File: src/rtl/vnt_pkg.sv
// Shared types, constants and helpers for the vector normalize / truncate block.
// No dependencies.
package vnt_pkg;

  localparam int FRAC_BITS   = 16;
  localparam int DW          = 32;
  localparam int ML_W        = 31;
  localparam int QW          = FRAC_BITS + 1;
  localparam int SQRT_STAGES = DW;
  localparam int LANES       = 3;
  localparam int FIFO_DEPTH  = 4;
  localparam int FIFO_AW     = $clog2(FIFO_DEPTH);

  localparam logic [DW-1:0]   ONE       = {{(DW-1){1'b0}}, 1'b1} << FRAC_BITS;
  localparam logic [ML_W-1:0] ML_RESET  = {{(ML_W-1){1'b0}}, 1'b1} << FRAC_BITS;

  typedef enum logic [1:0] {
    CMD_NORM3 = 2'd0,
    CMD_NORM2 = 2'd1,
    CMD_TRUNC = 2'd2
  } cmd_t;

  typedef struct packed {
    logic [1:0]           cmd;
    logic signed [DW-1:0] x;
    logic signed [DW-1:0] y;
    logic signed [DW-1:0] z;
  } vec_t;

  typedef struct packed {
    vec_t            vec;
    logic [2*DW-1:0] sq;
  } front_item_t;

  typedef struct packed {
    vec_t vec;
    logic zero;
    logic trunc;
  } back_ctl_t;

  function automatic logic [DW-1:0] magnitude(input logic signed [DW-1:0] v);
    return v[DW-1] ? DW'(-v) : DW'(v);
  endfunction

  function automatic logic [DW-1:0] with_sign(input logic neg, input logic [DW-1:0] m);
    return neg ? DW'(-m) : m;
  endfunction

endpackage

File: src/rtl/vnt_fifo.sv
// Short queue between the front end and the back end.
// Depends on vnt_pkg.
module vnt_fifo (
  input  logic                 clk,
  input  logic                 rst,
  input  logic                 push,
  input  vnt_pkg::front_item_t push_item,
  output logic                 push_ready,
  input  logic                 pop,
  output logic                 pop_valid,
  output vnt_pkg::front_item_t pop_item
);
  import vnt_pkg::*;

  front_item_t        mem [FIFO_DEPTH];
  logic [FIFO_AW:0]   wr_ptr;
  logic [FIFO_AW:0]   rd_ptr;
  logic [FIFO_AW:0]   fill;

  assign fill       = wr_ptr - rd_ptr;
  assign push_ready = fill != (FIFO_AW+1)'(FIFO_DEPTH);
  assign pop_valid  = wr_ptr != rd_ptr;
  assign pop_item   = mem[rd_ptr[FIFO_AW-1:0]];

  always_ff @(posedge clk) begin
    if (rst) begin
      wr_ptr <= '0;
      rd_ptr <= '0;
    end else begin
      if (push) begin
        wr_ptr <= wr_ptr + 1'b1;
      end
      if (pop && pop_valid) begin
        rd_ptr <= rd_ptr + 1'b1;
      end
    end
  end

  always_ff @(posedge clk) begin
    if (push) begin
      mem[wr_ptr[FIFO_AW-1:0]] <= push_item;
    end
  end

endmodule

File: config.mk
export PLATFORM = sky130hd
export DESIGN_NAME = vnt_fifo
export DESIGN_NICKNAME = d
export VERILOG_FILES = /design/src/rtl/vnt_pkg.sv /design/src/rtl/vnt_fifo.sv
export SDC_FILE = /design/constraint.sdc
export NUM_CORES = 1
export LEC_CHECK = 0
export BUFFER_PORTS_ARGS = -buffer_cell sky130_fd_sc_hd__buf_2
export CORE_MARGIN = 5
export CORE_UTILIZATION = 50
export DETAILED_ROUTE_END_ITERATION = 16
export GPL_TIMING_DRIVEN = 0
export PLACE_DENSITY_LB_ADDON = 0.1
export SLEW_MARGIN = 20
export SYNTH_ARGS = -nofsm -noshare
export SYNTH_HDL_FRONTEND = slang
export SYNTH_SLANG_ARGS = --single-unit
File: constraint.sdc
create_clock -name clk -period 6.1 [get_ports clk]
set_input_delay 0.61 -clock clk [delete_from_list [all_inputs] [get_ports clk]]
set_output_delay 0.61 -clock clk [all_outputs]
set_load 0.01 [all_outputs]
==> After elaboration in Yosys (flattened, before gate mapping) <==
Memory sizes are Yosys's and may differ from the RTL's. A register that Yosys moved wholly into a read port is not among the register bits.
Cells that the tools add are included.
{ "word_totals": {"wordCells": 13, "latch_bits": 0, "ramBits": 648, "romBits": 0, "regBits": 6, "n_memories": 1} }
{ "op_classes": {"div_mod_pow": 0, "magnitude_cmp": 0, "n_eq_ne": 2, "n_mux": 4, "shift": 0, "reduce_logical": 1, "bitwise_logic": 0, "mul": 0, "add_sub_neg": 3} }
{ "mem_list": {"columns": ["name", "depth", "word_bits", "rd", "rd_clocked_by_memory_dff", "write_ports", "line", "rtl"], "rows": [
  ["mem", 4, 162, 1, 1, 1, "vnt_fifo.sv:15", "front_item_t mem [FIFO_DEPTH];"]
]} }
{ "op_table": {"columns": ["operator", "n"], "rows": [
  ["$add A3 B1 Y3 const B", 2],
  ["$mux W2", 2],
  ["$ne A3 B3 Y1", 1],
  ["$ne A3 B3 Y1 const B", 1],
  ["$sub A3 B3 Y3", 1],
  ["$mux W1", 2],
  ["$logic_and A1 B1 Y1", 1]
]} }

==> Logic depth before layout (Yosys ltp) <==
{ "logic_depth": {"depth_word": 4, "ltp_mapped": 5, "mapped_depth_nobuf": 5} }

==> Worst setup path after synthesis <==
Ideal clock, no wire load.
{ "synth_timing": {"kind": "in2reg", "start": "in push", "end": "mem mem[3][0] (netlist bit), enable pin", "t_required_ps": 5558, "setup_time_ps": 542, "path_slack_ps": 1227, "path_stages": 1, "arrival_ps": 4331, "path_cell_list": "and2_1"} }
{ "synth_via": {"elab_chain_len": 2} }
{ "synth_lines": {"columns": ["item", "line", "rtl"], "rows": [
  ["start, declared", "vnt_fifo.sv:6", "input logic push,"],
  ["$mux W1", "vnt_fifo.sv:40", "if (push) begin"],
  ["$mux W1 (not written as such)", "vnt_fifo.sv:41", "mem[wr_ptr[FIFO_AW-1:0]] <= push_item;"],
  ["end, declared", "vnt_fifo.sv:15", null]
]} }
Every way passes these cells.

==> summary.md <==
| Metric | Value |
|---|---|
| Status | `complete, no violations` |
| Area of the mapped netlist | `0.0238 mm2` |
| WHS Endpoint | `mem[2][51]` |
| DR pass1 iterations | `4` |
| Layout Cells excl Fill | `1,983` |
| Die W | `228 um` |
| Post-synthesis cell count | `900` |
| Clk slew on worst S/H paths | `60 ps` |
| Worst skew pair latency | `580 ps` |
| Largest net degree at the start of global routing | `44` |
| DRT Wirelength | `47.2 mm` |
| Final period utilization | `50.2%` |
| Minimum clock period | `3060 ps` |
| Port bufs | `329` |
| Post-synth top area share | `81.6%` |
| Slew @ Worst Pin | `723 ps` |
| CP max FO | `10` |
| Post-route cell area | `0.0287 mm2` |
| Num CTS Buffers | `68` |
| Most numerous cell in the Yosys netlist | `edfxtp_1` |
| Vias per cell | `5.43` |
| Max-slew headroom | `51.8%` |
| Syn-to-layout area delta | `20.4%` |
| Hold Startpoint | `push_item[51]` |
| First-pass GRT wire length | `71.5 mm` |
| Global placement routability congestion | `0.700` |
| Vias in the first global route | `11,500` |
| Final Skew | `11.2 ps` |
| Reg2reg setup slack | `4070 ps` |
| DR iter-0 viols | `688` |
| Worst VDD drop | `308 uV` |
| GRT Residual Overflow | `0` |
| Initial antenna violation count | `9` |
| Final count of hold timing violations | `0` |
| Total of max-cap violations | `0` |
| Area leader, netlist | `edfxtp_1` |
| Reg-to-Reg End | `mem[0][34]` |
| Top FF cell, synth | `edfxtp_1` |
| CTS Buffer Depth | `3` |
| Clk root buf | `clkbuf_16` |
| Post-Syn Area per Cell | `26.5 um2` |
| H-Tree Depth | `3` |
| Most instantiated cells after synthesis | `edfxtp_1, mux4_2, buf_2, buf_6, dfxtp_1` |
| CTS tree | `yes` |
| Std cell rows | `80` |
| Slew Limit Fails | `0` |
| Worst min-delay path category | `input port to flip-flop` |
| Inst Count DP | `1,861` |
| WL per Instance | `23.8 um` |
| Unique cell type count in the Yosys netlist | `25` |
| Crit start category | `flip-flop` |
| Gr usage total | `18.1%` |
| DP HPWL | `30.3 mm` |
| R2r startpoint | `wr_ptr[0]` |
| Resize count post-CTS | `0` |
| Die ar. | `0.0521 mm2` |
| Initial core utilization | `50.2%` |
| Layout cells sized above 1 | `45.9%` |
| CP Class | `flip-flop to primary output` |
| Filler cells | `3,393` |
| Post-DRT Antenna Nets | `0` |
| Total power | `11,700 uW` |
| Worst Path Arrival | `2450 ps` |
| WP data required | `5490 ps` |
| Ys Warns | `0` |
| Number of I/O pins | `330` |
| Reg2Reg Depth | `5` |
| DR vias | `10,800` |
| Die H | `228 um` |
| Final setup TNS | `0 ps` |
| DR DRC count | `0` |
| Largest cells by area after synthesis | `edfxtp_1, mux4_2, dfxtp_1, buf_6, buf_2` |
| Seq/Total Area, Yosys | `82.3%` |
| TritonCTS Sinks | `656` |
| Hold Path Depth | `1` |
| Crit path capture type | `primary output` |
| Final Setup Violations | `0` |
| Number of synthesized flops with an enable pin | `648` |
| Syn nets | `1,073` |
| Synth async-reset ratio | `0%` |
| RSZ-0062 raised after global routing | `false` |
| Core area | `0.0474 mm2` |
| Fmax | `327 MHz` |
| Post-DP Area | `0.0267 mm2` |
| CTS Hold Bufs | `0` |
| Final-stage net count | `1,489` |
| Cell leakage power | `0.00963 uW` |
| Post-CTS Setup Inserts | `0` |
| Power Dens Cells | `409 mW/mm2` |
| Flops & latches, synth | `656` |
| Final hold slack | `242 ps` |
-- worst max-delay path, stage by stage, from the launching register on --
cell	delay, ps
dfxtp_1	300
buf_2	300
buf_2	380
buf_2	350
mux4_2	370
buf_2	160
-- cell usage in the layout (no fill, tap or decap), drive strengths merged, types with 3 or more instances in the layout --
| master | count |
|---|---|
| edfxtp | 648 |
| diode | 3 |
| inv | 5 |
| nor2 | 3 |
| clkbuf | 95 |
| ha | 7 |
| nand3 | 4 |
| dfxtp | 8 |
| mux4 | 162 |
| nand2 | 4 |
| and2 | 4 |
| xnor2 | 4 |
| clkinvlp | 3 |
| buf | 376 |
| clkinv | 27 |
-- state kept, by name, indices dropped and copies added (netlist names), named ones only --
signal	count
rd_ptr	3
wr_ptr	3
mem	648
-- metrics by stage --
stage	setup WS (ps)	util [%]
final	3040	60.5
after global routing	2850	60.5
after CTS	2850	60.5
after detailed placement	3510	56.2
after global placement	-2140	55.3
after floorplan	1230	-
-- worst max-delay path by stage --
stage	startpoint	endpoint	slack, ps	depth (start not counted)
CTS	flip-flop	pop_item[91]	2850	5
floorplan	push	mem[3][0]	1230	1
global placement	push	mem[3][107]	-2140	2
finish	flip-flop	pop_item[129]	3040	5
detailed placement	flip-flop	pop_item[91]	3510	5
global route	flip-flop	pop_item[120]	2850	5
-- cell families (layout without fill, tap and decap cells) --
family	Yosys count	in the layout	share of synthesized area, %
adders and majority gates	7	7	0.367
muxes	163	163	15.3
other	0	3	0
AOI/OAI and AO/OA	4	4	0.126
and+or+nand+nor	24	24	0.604
buffers and inverters	42	507	1.07
DFF	656	656	82.3
xor gates and xnor gates	4	4	0.179
-- power by group --
group / leakage [uW] / total (uW) / internal (uW) / switching [uW]
Clock: 0.000988 / 3780 / 2210 / 1570
Sequential: 0.00602 / 5230 / 5190 / 45.8
Combinational: 0.00263 / 2730 / 1320 / 1410
Total: 0.00963 / 11700 / 8710 / 3030
-- cell type report --
class / count / area (um2) / area share (%)
multi-input cells: 202 / 3970 / 13.8
plain buffers: 37 / 236 / 0.824
repair buffers: 346 / 2040 / 7.10
flip-flops and latches: 656 / 19600 / 68.3
clock inverters: 31 / 161 / 0.562
inverters: 5 / 18.8 / 0.0654
well taps: 615 / 769 / 2.68
diodes: 3 / 7.51 / 0.0262
clock buffers: 88 / 1880 / 6.56
-- routing by layer --
| layer | global-route usage [%] | up-vias | share of wire, % |
|---|---|---|---|
| li1 | - | 4760 | - |
| met1 | 24.3 | 5615 | 41 |
| met2 | 29.2 | 286 | 50 |
| met3 | 5.47 | 83 | 6.8 |
| met4 | 5.67 | 16 | 2.1 |
| met5 | 0 | - | 0.24 |
(Power assumes the default switching activity.)
